[src/hw/rtl/a4enc_pkg.sv]
package a4enc_pkg;

    localparam logic [14:0] STEP_MIN = 15'h007f;
    localparam logic [14:0] STEP_MAX = 15'h6000;

    typedef logic [2:0] upc_t;

    typedef enum logic [2:0] {
        OP_LOAD = 3'd0,
        OP_SAT  = 3'd1,
        OP_DIV  = 3'd2,
        OP_PRED = 3'd3,
        OP_STEP = 3'd4
    } op_t;

    // One microcode word.
    typedef struct packed {
        op_t        op;
        logic [1:0] shift;
        logic       jmp_sat;
        upc_t       target;
        logic       done;
    } uword_t;

    // Control from sequencer to datapath.
    typedef struct packed {
        op_t        op;
        logic [1:0] shift;
        logic       en;
        logic       restart;
    } a4enc_ctrl_t;

    // Status from datapath to sequencer.
    typedef struct packed {
        logic       sat;
        logic [3:0] code;
    } a4enc_stat_t;

    localparam upc_t UPC_PRED = 3'd5;

    // Per-sample program: load, saturation test, three quotient bits,
    // predictor update, step update and hand-off.
    function automatic uword_t ucode(input upc_t pc);
        uword_t w;
        begin
            unique case (pc)
                3'd0:    w = '{op: OP_LOAD, shift: 2'd0, jmp_sat: 1'b0, target: 3'd0, done: 1'b0};
                3'd1:    w = '{op: OP_SAT,  shift: 2'd0, jmp_sat: 1'b1, target: UPC_PRED,
                               done: 1'b0};
                3'd2:    w = '{op: OP_DIV,  shift: 2'd2, jmp_sat: 1'b0, target: 3'd0, done: 1'b0};
                3'd3:    w = '{op: OP_DIV,  shift: 2'd1, jmp_sat: 1'b0, target: 3'd0, done: 1'b0};
                3'd4:    w = '{op: OP_DIV,  shift: 2'd0, jmp_sat: 1'b0, target: 3'd0, done: 1'b0};
                3'd5:    w = '{op: OP_PRED, shift: 2'd0, jmp_sat: 1'b0, target: 3'd0, done: 1'b0};
                default: w = '{op: OP_STEP, shift: 2'd0, jmp_sat: 1'b0, target: 3'd0, done: 1'b1};
            endcase
            return w;
        end
    endfunction

    // Step multiplier, indexed by the code magnitude.
    function automatic logic [9:0] scale(input logic [2:0] m);
        logic [9:0] s;
        begin
            unique case (m)
                3'd0, 3'd1, 3'd2, 3'd3: s = 10'h0e6;
                3'd4:                   s = 10'h133;
                3'd5:                   s = 10'h199;
                3'd6:                   s = 10'h200;
                default:                s = 10'h266;
            endcase
            return s;
        end
    endfunction

endpackage

[src/hw/rtl/a4enc_ifs.sv]
interface a4enc_in_if;
    logic        valid;
    logic        ready;
    logic [15:0] sample;
    logic        last_sample;

    modport source (output valid, output sample, output last_sample, input ready);
    modport sink   (input valid, input sample, input last_sample, output ready);
endinterface

interface a4enc_out_if;
    logic       valid;
    logic       ready;
    logic [7:0] code_byte;
    logic       last_byte;

    modport source (output valid, output code_byte, output last_byte, input ready);
    modport sink   (input valid, input code_byte, input last_byte, output ready);
endinterface

[src/hw/rtl/a4enc_dp.sv]
module a4enc_dp
    import a4enc_pkg::*;
(
    input  logic        clk,
    input  logic        rst_n,
    input  a4enc_ctrl_t ctrl,
    input  logic [15:0] sample,
    output a4enc_stat_t stat
);

    logic [15:0] pred_reg, pred_next;
    logic [14:0] step_reg, step_next;
    logic [17:0] rem_reg, rem_next;
    logic [2:0]  mag_reg, mag_next;
    logic        neg_reg, neg_next;

    logic [16:0] diff, diff_neg, abs17;
    logic [17:0] dvs;
    logic        ge_dvs;
    logic [18:0] prod_p;
    logic [15:0] delta;
    logic [17:0] psum;
    logic [24:0] prod_s;
    logic [16:0] sscaled;

    always_comb
    begin
        // Difference of masked sample and predictor, 17 bits two's complement
        diff     = {sample[15], sample[15:3], 3'b000} - {pred_reg[15], pred_reg};
        diff_neg = ~diff + 17'd1;
        abs17    = diff[16] ? diff_neg : diff;

        dvs    = {3'b000, step_reg} << ctrl.shift;
        ge_dvs = (rem_reg >= dvs);

        prod_p = step_reg * {mag_reg, 1'b1};
        delta  = prod_p[18:3];
        psum   = neg_reg ? ({{2{pred_reg[15]}}, pred_reg} - {2'b00, delta})
                         : ({{2{pred_reg[15]}}, pred_reg} + {2'b00, delta});

        prod_s  = step_reg * scale(mag_reg);
        sscaled = prod_s[24:8];

        stat.sat  = (rem_reg >= {step_reg, 3'b000});
        stat.code = {neg_reg, mag_reg};
    end

    always_comb
    begin
        pred_next = pred_reg;
        step_next = step_reg;
        rem_next  = rem_reg;
        mag_next  = mag_reg;
        neg_next  = neg_reg;
        if (ctrl.en)
        begin
            unique case (ctrl.op)
                OP_LOAD:
                begin
                    rem_next = {abs17[15:0], 2'b00};
                    mag_next = 3'd0;
                    // Sign only when eight times the magnitude reaches the step size
                    neg_next = diff[16] && ({abs17[15:0], 3'b000} >= {4'b0000, step_reg});
                end
                OP_SAT:
                begin
                    if (stat.sat)
                    begin
                        mag_next = 3'd7;
                    end
                end
                OP_DIV:
                begin
                    if (ge_dvs)
                    begin
                        rem_next = rem_reg - dvs;
                        mag_next = mag_reg | (3'd1 << ctrl.shift);
                    end
                end
                OP_PRED:
                begin
                    if (psum[17:15] == 3'b000 || psum[17:15] == 3'b111)
                    begin
                        pred_next = psum[15:0];
                    end
                    else
                    begin
                        pred_next = psum[17] ? 16'h8000 : 16'h7fff;
                    end
                end
                OP_STEP:
                begin
                    if (ctrl.restart)
                    begin
                        pred_next = 16'h0000;
                        step_next = STEP_MIN;
                    end
                    else if (sscaled < {2'b00, STEP_MIN})
                    begin
                        step_next = STEP_MIN;
                    end
                    else if (sscaled > {2'b00, STEP_MAX})
                    begin
                        step_next = STEP_MAX;
                    end
                    else
                    begin
                        step_next = sscaled[14:0];
                    end
                end
                default:
                begin
                    step_next = step_reg;
                end
            endcase
        end
    end

    always_ff @(posedge clk or negedge rst_n)
    begin
        if (!rst_n)
        begin
            pred_reg <= 16'h0000;
            step_reg <= STEP_MIN;
        end
        else
        begin
            pred_reg <= pred_next;
            step_reg <= step_next;
        end
    end

    always_ff @(posedge clk)
    begin
        rem_reg <= rem_next;
        mag_reg <= mag_next;
        neg_reg <= neg_next;
    end

endmodule

[src/hw/rtl/adpcm_4bit_encoder.sv]
// Each sample runs a microcode program, one datapath step per cycle unless the final step stalls
// while the previous byte is still waiting: load, saturation test, three quotient bits (skipped
// when the code saturates), predictor, step. The input takes no new sample until the program ends.
// Reset (rst_n low, asynchronous): predictor 0, step size 0x7f, no code held, output empty.
// The predictor and step size also return to these values after a sample marked last.
module adpcm_4bit_encoder
    import a4enc_pkg::*;
(
    input  logic          clk,
    input  logic          rst_n,
    a4enc_in_if.sink      pcm,
    a4enc_out_if.source   codes
);

    // Sequencer state
    logic        busy_reg, busy_next;
    upc_t        upc_reg, upc_next;
    logic [15:0] sample_reg, sample_next;
    logic        last_reg, last_next;

    // Nibble packing
    logic        held_reg, held_next;
    logic [3:0]  held_code_reg, held_code_next;

    // Output register
    logic        ovalid_reg, ovalid_next;
    logic [7:0]  obyte_reg, obyte_next;
    logic        olast_reg, olast_next;

    uword_t      word;
    a4enc_ctrl_t ctrl;
    a4enc_stat_t stat;
    logic        accept, emit, stall, step_en, finish;

    a4enc_dp u_dp (
        .clk    (clk),
        .rst_n  (rst_n),
        .ctrl   (ctrl),
        .sample (sample_reg),
        .stat   (stat)
    );

    always_comb
    begin
        word   = ucode(upc_reg);
        accept = pcm.valid && !busy_reg;
        // A byte leaves on the second code of a pair or on the last sample
        emit   = held_reg || last_reg;
        // Hold the final step of a sample that emits a byte while the previous byte is still waiting
        stall  = word.done && emit && ovalid_reg && !codes.ready;
        step_en = busy_reg && !stall;
        finish  = step_en && word.done;

        ctrl.op      = word.op;
        ctrl.shift   = word.shift;
        ctrl.en      = step_en;
        ctrl.restart = last_reg;
    end

    always_comb
    begin
        busy_next      = busy_reg;
        upc_next       = upc_reg;
        sample_next    = sample_reg;
        last_next      = last_reg;
        held_next      = held_reg;
        held_code_next = held_code_reg;
        ovalid_next    = ovalid_reg && !codes.ready;
        obyte_next     = obyte_reg;
        olast_next     = olast_reg;

        if (accept)
        begin
            busy_next   = 1'b1;
            upc_next    = '0;
            sample_next = pcm.sample;
            last_next   = pcm.last_sample;
        end
        else if (step_en)
        begin
            priority if (word.done)
            begin
                busy_next = 1'b0;
            end
            else if (word.jmp_sat && stat.sat)
            begin
                // Saturated magnitude: skip the quotient bits
                upc_next = word.target;
            end
            else
            begin
                upc_next = upc_reg + 3'd1;
            end
        end

        if (finish)
        begin
            if (!emit)
            begin
                // First code of a pair: hold it for the low nibble
                held_code_next = stat.code;
                held_next      = 1'b1;
            end
            else
            begin
                ovalid_next = 1'b1;
                obyte_next  = held_reg ? {stat.code, held_code_reg} : {4'h0, stat.code};
                olast_next  = last_reg;
                held_next   = 1'b0;
            end
        end
    end

    always_ff @(posedge clk or negedge rst_n)
    begin
        if (!rst_n)
        begin
            busy_reg   <= 1'b0;
            upc_reg    <= '0;
            held_reg   <= 1'b0;
            ovalid_reg <= 1'b0;
        end
        else
        begin
            busy_reg   <= busy_next;
            upc_reg    <= upc_next;
            held_reg   <= held_next;
            ovalid_reg <= ovalid_next;
        end
    end

    always_ff @(posedge clk)
    begin
        sample_reg    <= sample_next;
        last_reg      <= last_next;
        held_code_reg <= held_code_next;
        obyte_reg     <= obyte_next;
        olast_reg     <= olast_next;
    end

    assign pcm.ready       = !busy_reg;
    assign codes.valid     = ovalid_reg;
    assign codes.code_byte = obyte_reg;
    assign codes.last_byte = olast_reg;

endmodule

[src/flat_wrapper.sv]
// flat-port wrapper written by rule: the top's interface ports become plain ports
module adpcm_4bit_encoder_flat import a4enc_pkg::*;
  (clk, rst_n, pcm_valid, pcm_sample, pcm_last_sample, pcm_ready, codes_valid, codes_code_byte, codes_last_byte, codes_ready);
  a4enc_in_if pcm_i ();
  a4enc_out_if codes_i ();
  input  logic clk;
  input  logic rst_n;
  input wire logic [$bits(pcm_i.valid)-1:0] pcm_valid;
  input wire logic [$bits(pcm_i.sample)-1:0] pcm_sample;
  input wire logic [$bits(pcm_i.last_sample)-1:0] pcm_last_sample;
  output wire logic [$bits(pcm_i.ready)-1:0] pcm_ready;
  output wire logic [$bits(codes_i.valid)-1:0] codes_valid;
  output wire logic [$bits(codes_i.code_byte)-1:0] codes_code_byte;
  output wire logic [$bits(codes_i.last_byte)-1:0] codes_last_byte;
  input wire logic [$bits(codes_i.ready)-1:0] codes_ready;
  assign pcm_i.valid = pcm_valid;
  assign pcm_i.sample = pcm_sample;
  assign pcm_i.last_sample = pcm_last_sample;
  assign pcm_ready = pcm_i.ready;
  assign codes_valid = codes_i.valid;
  assign codes_code_byte = codes_i.code_byte;
  assign codes_last_byte = codes_i.last_byte;
  assign codes_i.ready = codes_ready;
  adpcm_4bit_encoder u_core (.clk(clk), .rst_n(rst_n), .pcm(pcm_i), .codes(codes_i));
endmodule
[config.mk]
export PLATFORM = sky130hd
export DESIGN_NAME = adpcm_4bit_encoder_flat
export DESIGN_NICKNAME = d
export VERILOG_FILES = /design/src/hw/rtl/a4enc_pkg.sv /design/src/hw/rtl/a4enc_ifs.sv /design/src/hw/rtl/a4enc_dp.sv /design/src/hw/rtl/adpcm_4bit_encoder.sv /design/src/flat_wrapper.sv
export SDC_FILE = /design/constraint.sdc
export NUM_CORES = 1
export LEC_CHECK = 0
export BUFFER_PORTS_ARGS = -buffer_cell sky130_fd_sc_hd__buf_4
export CORE_MARGIN = 1.5
export CORE_UTILIZATION = 52
export CTS_CLUSTER_SIZE = 30
export DETAILED_ROUTE_END_ITERATION = 12
export HOLD_SLACK_MARGIN = 0.12
export PLACE_DENSITY = 0.65
export REMOVE_ABC_BUFFERS = 1
export SYNTH_ARGS = -nofsm -noshare
export SYNTH_HDL_FRONTEND = slang
export SYNTH_SLANG_ARGS = --single-unit
[constraint.sdc]
create_clock -name clk -period 10.3 [get_ports clk]
set_clock_uncertainty 0.1 [all_clocks]
set_input_delay 1.03 -clock clk [delete_from_list [all_inputs] [get_ports clk]]
set_output_delay 1.03 -clock clk [all_outputs]
set_load 0.01 [all_outputs]
# ---- After elaboration in Yosys (flattened, before gate mapping)
# Cells that the tools add are included.
dict set report word_totals {
  out_inout_bits 11
  reg_bits 89
  wordCells 113
}
dict set report classes {
  mul 2
  addsub 6
  n_eq_ne 20
  reduce_logical 33
  n_lt_le_gt_ge 5
  shift 2
  n_mux 27
  bitwise_logic 3
}
# operator n
set op_table {}
lappend op_table {{$mux W16} 4}
lappend op_table {{$pmux W10 S6} 1}
lappend op_table {{$mux W15} 3}
lappend op_table {{$pmux W10 S4} 1}
lappend op_table {{$ge A18 B18 Y1} 2}
lappend op_table {{$mux W18} 2}
lappend op_table {{$pmux W18 S2} 1}
lappend op_table {{$pmux W16 S2} 1}
lappend op_table {{$mul A15 B10 Y25} 1}
lappend op_table {{$eq A3 B3 Y1 const B} 7}
lappend op_table {{$ge A19 B15 Y1} 1}
lappend op_table {{$mul A15 B4 Y19} 1}
lappend op_table {{$add A16 B17 Y18} 1}
lappend op_table {{$eq A3 B2 Y1 const B} 6}
lappend op_table {{$mux W3} 6}
lappend op_table {{$shl A15 B2 Y18} 1}
lappend op_table {{$sub A16 B17 Y18} 1}
lappend op_table {{$sub A18 B18 Y18} 1}
lappend op_table {{$gt A17 B15 Y1 const B} 1}
lappend op_table {{$lt A17 B7 Y1 const B} 1}
lappend op_table {{$sub A16 B16 Y17} 1}
lappend op_table {{$add A16 B1 Y16 const B} 1}
lappend op_table {{$not A16 Y16} 1}
lappend op_table {{$logic_not A3 Y1} 4}
lappend op_table {{other kinds (19)} 48}

# ---- Longest topological paths before layout
dict set report logic_depth {
  depth_word 9
  mapped_depth 29
  ltp_nobuf 26
}

# ---- By module
# Synthesis repeated with hierarchy kept, for this count alone.
dict set report unflattened {
  cells_unflattened 1671
  hier_area_um2 14194.9
}
# mod instances cells_each area_each_um2
set modules_own_cells {}
lappend modules_own_cells {a4enc_dp 1 1591 12822.3}
lappend modules_own_cells {adpcm_4bit_encoder 1 80 1372.6}

# ---- Worst setup path after synthesis
# No wires, ideal clock.
dict set report synth_timing {
  path_kind {register to register}
  startpoint {register u_core.u_dp.mag_reg[2]}
  endpoint {register u_core.u_dp.pred_reg[10]}
  n_path_buf 4
  stages_incl_launch_ff 29
  t_arrival_ns 6.905
  setup_ns 0.126
  t_required_ns 10.074
  path_slack_ns 3.169
  path_cell_list {edfxtp_1 > clkbuf_1 > clkbuf_1 > buf_1 > nand2_1 > fa_1 > fa_1 > inv_1 > ha_1 > a2111oi_4 > o21ai_2 > a21o_1 > a222oi_1 > nand3b_1 > nor3_1 > nor2_1 > xnor2_1 > ha_1 > and2_1 > nand2_1 > a2111oi_0 > a21oi_1 > a21oi_1 > a31o_2 > xnor2_1 > xnor2_2 > a21oi_2 > buf_6 > a221o_1}
}
dict set report synth_via {
  elab_chain_len 7
  word_cells_on_any_way 10
  classes_between {2 x add/sub; 1 x mul; 1 x eq/ne; 4 x mux; 2 x reduce/logical}
}
# element line
set synth_lines {}
lappend synth_lines {{start: declaration} a4enc_dp.sv:14} ;# logic [2:0] mag_reg, mag_next;
lappend synth_lines {{start signal: assignment} a4enc_dp.sv:136} ;# mag_reg <= mag_next;
lappend synth_lines {{$mul A15 B4 Y19 *} a4enc_dp.sv:36} ;# prod_p = step_reg * {mag_reg, 1'b1};
lappend synth_lines {{$add A16 B17 Y18 or $sub A16 B17 Y18 (tied branches)} {a4enc_dp.sv:39, a4enc_dp.sv:38}}
lappend synth_lines {{$mux W18 *} a4enc_dp.sv:38} ;# psum = neg_reg ? ({{2{pred_reg[15]}}, pred_reg} - {2'b00, delta})
lappend synth_lines {{$eq A3 B3 Y1 or $logic_not A3 Y1 (tied branches)} a4enc_dp.sv:82} ;# if (psum[17:15] == 3'b000 || psum[17:15] == 3'b111)
lappend synth_lines {{$logic_or A1 B1 Y1} a4enc_dp.sv:82}
lappend synth_lines {{$mux W16 *} a4enc_dp.sv:82}
lappend synth_lines {{$pmux W16 S2 *} a4enc_dp.sv:57} ;# unique case (ctrl.op)
lappend synth_lines {{end signal: assignment} a4enc_dp.sv:128} ;# pred_reg <= pred_next;
lappend synth_lines {{end: declaration} a4enc_dp.sv:11} ;# logic [15:0] pred_reg, pred_next;
# Every way passes the cells marked *; elsewhere a longest branch is shown, timed or not.
# A chain may end at the register's enable or synchronous reset.

# ---- Worst setup path in the final report
dict set report layout_timing {
  startpoint {register u_core.u_dp.mag_reg[2]}
  endpoint {register u_core.u_dp.pred_reg[13]}
}
# Same word-level chain as after synthesis.

==> flow_metrics.tcl <==
set metrics [dict create \
    worstSetupPathType "flip-flop to flip-flop" \
    grt_pass1_wl_mm 59.50 \
    grt_usage_pct 26.43 \
    row_count 60 \
    routed_wl_mm 36.37 \
    critPathBufInv 3 \
    dr.first_iter.drc_count 868 \
    yosysWarnings 0 \
    yosysTopAreaCellShare_pct 17.94 \
    htree_levels 3 \
    synth.avg_cell_area_um2 8.523 \
    overflow 0 \
    drv_cap 0 \
    synth_cells 1676 \
    min_period_ns 8.401 \
    antenna_found_initial 0 \
    cp_slowest_stage_delay_ns 0.88 \
    final_util_pct 55.80 \
    num_antenna_cells 0 \
    place_hpwl_mm 29.64 \
    numCtsBuffers 9 \
    route.met3.wl_mm 2.122 \
    routed.top_layer "met4" \
    r2r_start "u_core.u_dp.mag_reg[2]" \
    die_x_um 168.7 \
    via_per_inst 5.971 \
    synth_flop_cell "edfxtp_1" \
    cp-end-kind "flip-flop" \
    io_pins 32 \
    wl_met2_mm 16.47 \
    synth_area_leaders "fa_1 (18%), ha_1 (14%), edfxtp_1 (10%)" \
    detail-route-antenna-nets 0 \
    nets 1968 \
    postPlaceCellArea_um2 14740 \
    dp_slack_ns 1.996 \
    drc 0 \
    crit_start "u_core.u_dp.mag_reg[2]" \
    finalCritPeriodShare_pct 81.56 \
    crit_family "compound AO/OA/AOI/OAI gates" \
    crit_fanout 40 \
    die_area_um2 28470 \
    wl_per_cell_um 18.16 \
    hp-start "u_core.held_code_reg[2]" \
    dr.pass1.iters 8 \
    hold_buffers 0 \
    clk_pin_slew_worst_paths_ns 0.08 \
    num_vias 11960 \
    met1_length_mm 16.70 \
    drive_gt1_share_pct 6.980 \
    grt_pass1_vias 11635 \
    cp_data_arrival_time_ns 8.53 \
    setup_violations 0 \
    synthArstFlopShare_pct 43.02 \
    cts.sinks 86 \
    io_buffers 28 \
    setup_ws_ns 1.899 \
    stdcell_area_um2 15040 \
    tns_ns 0 \
    cts_resized 0 \
    cpMaxStageDelayCell "edfxtp_1" \
    cts_tree "built" \
    start_util_pct 53.00 \
    synth-edff-count 49 \
    ys_types 87 \
    finalHoldViolCount 0 \
    worstMarginPinSlew_ns 1.161 \
    ys_ff_latch 86 \
    clk_latency_ns 0.36 \
    post_cts_buffers 0 \
    syn_to_final_growth_pct 5.273 \
    syn_area_um2 14280 \
    hp-class "flip-flop to flip-flop" \
    ys_seq_area_share_pct 16.84 \
    slew_viol_final 0 \
    largest_reg_flops 18 \
    rsz0062_at_grt "false" \
    cts_root_buf "clkbuf_16" \
    status "complete, no violations" \
    grt_max_degree 41 \
    clockBufferDepth 2 \
    slew_headroom_pct 22.24 \
    core_area_um2 26950 \
    die_y_um 168.7 \
    start_kind "flip-flop" \
    fmax_mhz 119.0 \
    place_congestion 0.9184 \
    worstPathRequired_ns 10.43 \
    synth_top_cell_by_area "fa_1" \
]
cell families after synthesis:
kind of cell    synth area share, %
flops                         16.84
simple gates                  16.34
compound gates                19.68
mux                           1.708
fa+ha+maj                     32.13
buf+inv                       8.163
xor+xnor                      5.141
path summary, 6_finish.rpt:
kind,slack (ns),end,depth (start not counted)
worst max-delay path,1.90,u_core.u_dp.pred_reg[13],25
worst min-delay path,0.46,u_core.codes.code_byte[2],1
worst max register to register,1.90,u_core.u_dp.pred_reg[13],25
worst min register to register,0.46,u_core.codes.code_byte[2],1
max in group asynchronous,9.15,u_core.u_dp.step_reg[4],1
min in group asynchronous,0.55,u_core.u_dp.pred_reg[13],1
cell type report:
class	count	area, um2
Clock buffer	9	225.2
Clock inverter	7	68.82
Fill cell	2498	11910
Inverter	237	889.6
Multi-Input combinational cell	1283	10720
Sequential cell	86	2406
Tap cell	341	426.7
Timing Repair Buffer	40	300.3
Yosys cell counts (23+ instances only):
cell        n
a21oi_1   111
nor2_1    103
xnor2_1    46
o21a_1     23
nor3_1     42
nand2_1   141
edfxtp_1   49
xor2_1     36
fa_1      128
o21ai_0    68
clkbuf_1   60
a21o_1     29
and2_1     25
ha_1      162
inv_1     237
nand3_1    35
dfrtp_1    30
metal layers:
layer	up-vias	global-route usage [%]
met2	348	41.97
met1	5747	37.15
met3	60	4.115
li1	5805	-
met4	0	8.269
met5	-	0
placed cells by master, fill, tap and decap left out, types with 10 or more instances in the layout:
cell,n
buf_4,40
mux2_2,19
o211ai_1,13
o21ai_1,10
edfxtp_1,49
nor2_1,103
nand2_1,141
nor3_1,42
inv_1,237
or2_2,17
dfrtp_1,30
a221o_1,14
nand3_1,35
ha_1,162
a21o_1,29
a21oi_1,111
nand2b_1,13
and3_1,20
o31ai_1,10
fa_1,128
nor2b_1,17
a31oi_1,20
o21a_1,23
or3_1,20
xnor2_1,46
and2_1,25
xor2_1,36
o21ai_0,68
through the flow:
stage                     cells  hold slack (ns)
after floorplan            1606           0.3967
after global placement     1987           0.4280
after detailed placement   1987           0.4339
after CTS                  2003           0.4507
after global routing       2003           0.4626
final                      2003           0.4586
Power is not shown: default switching activity piles up to over one toggle a cycle in this logic, so the estimate is an artifact.
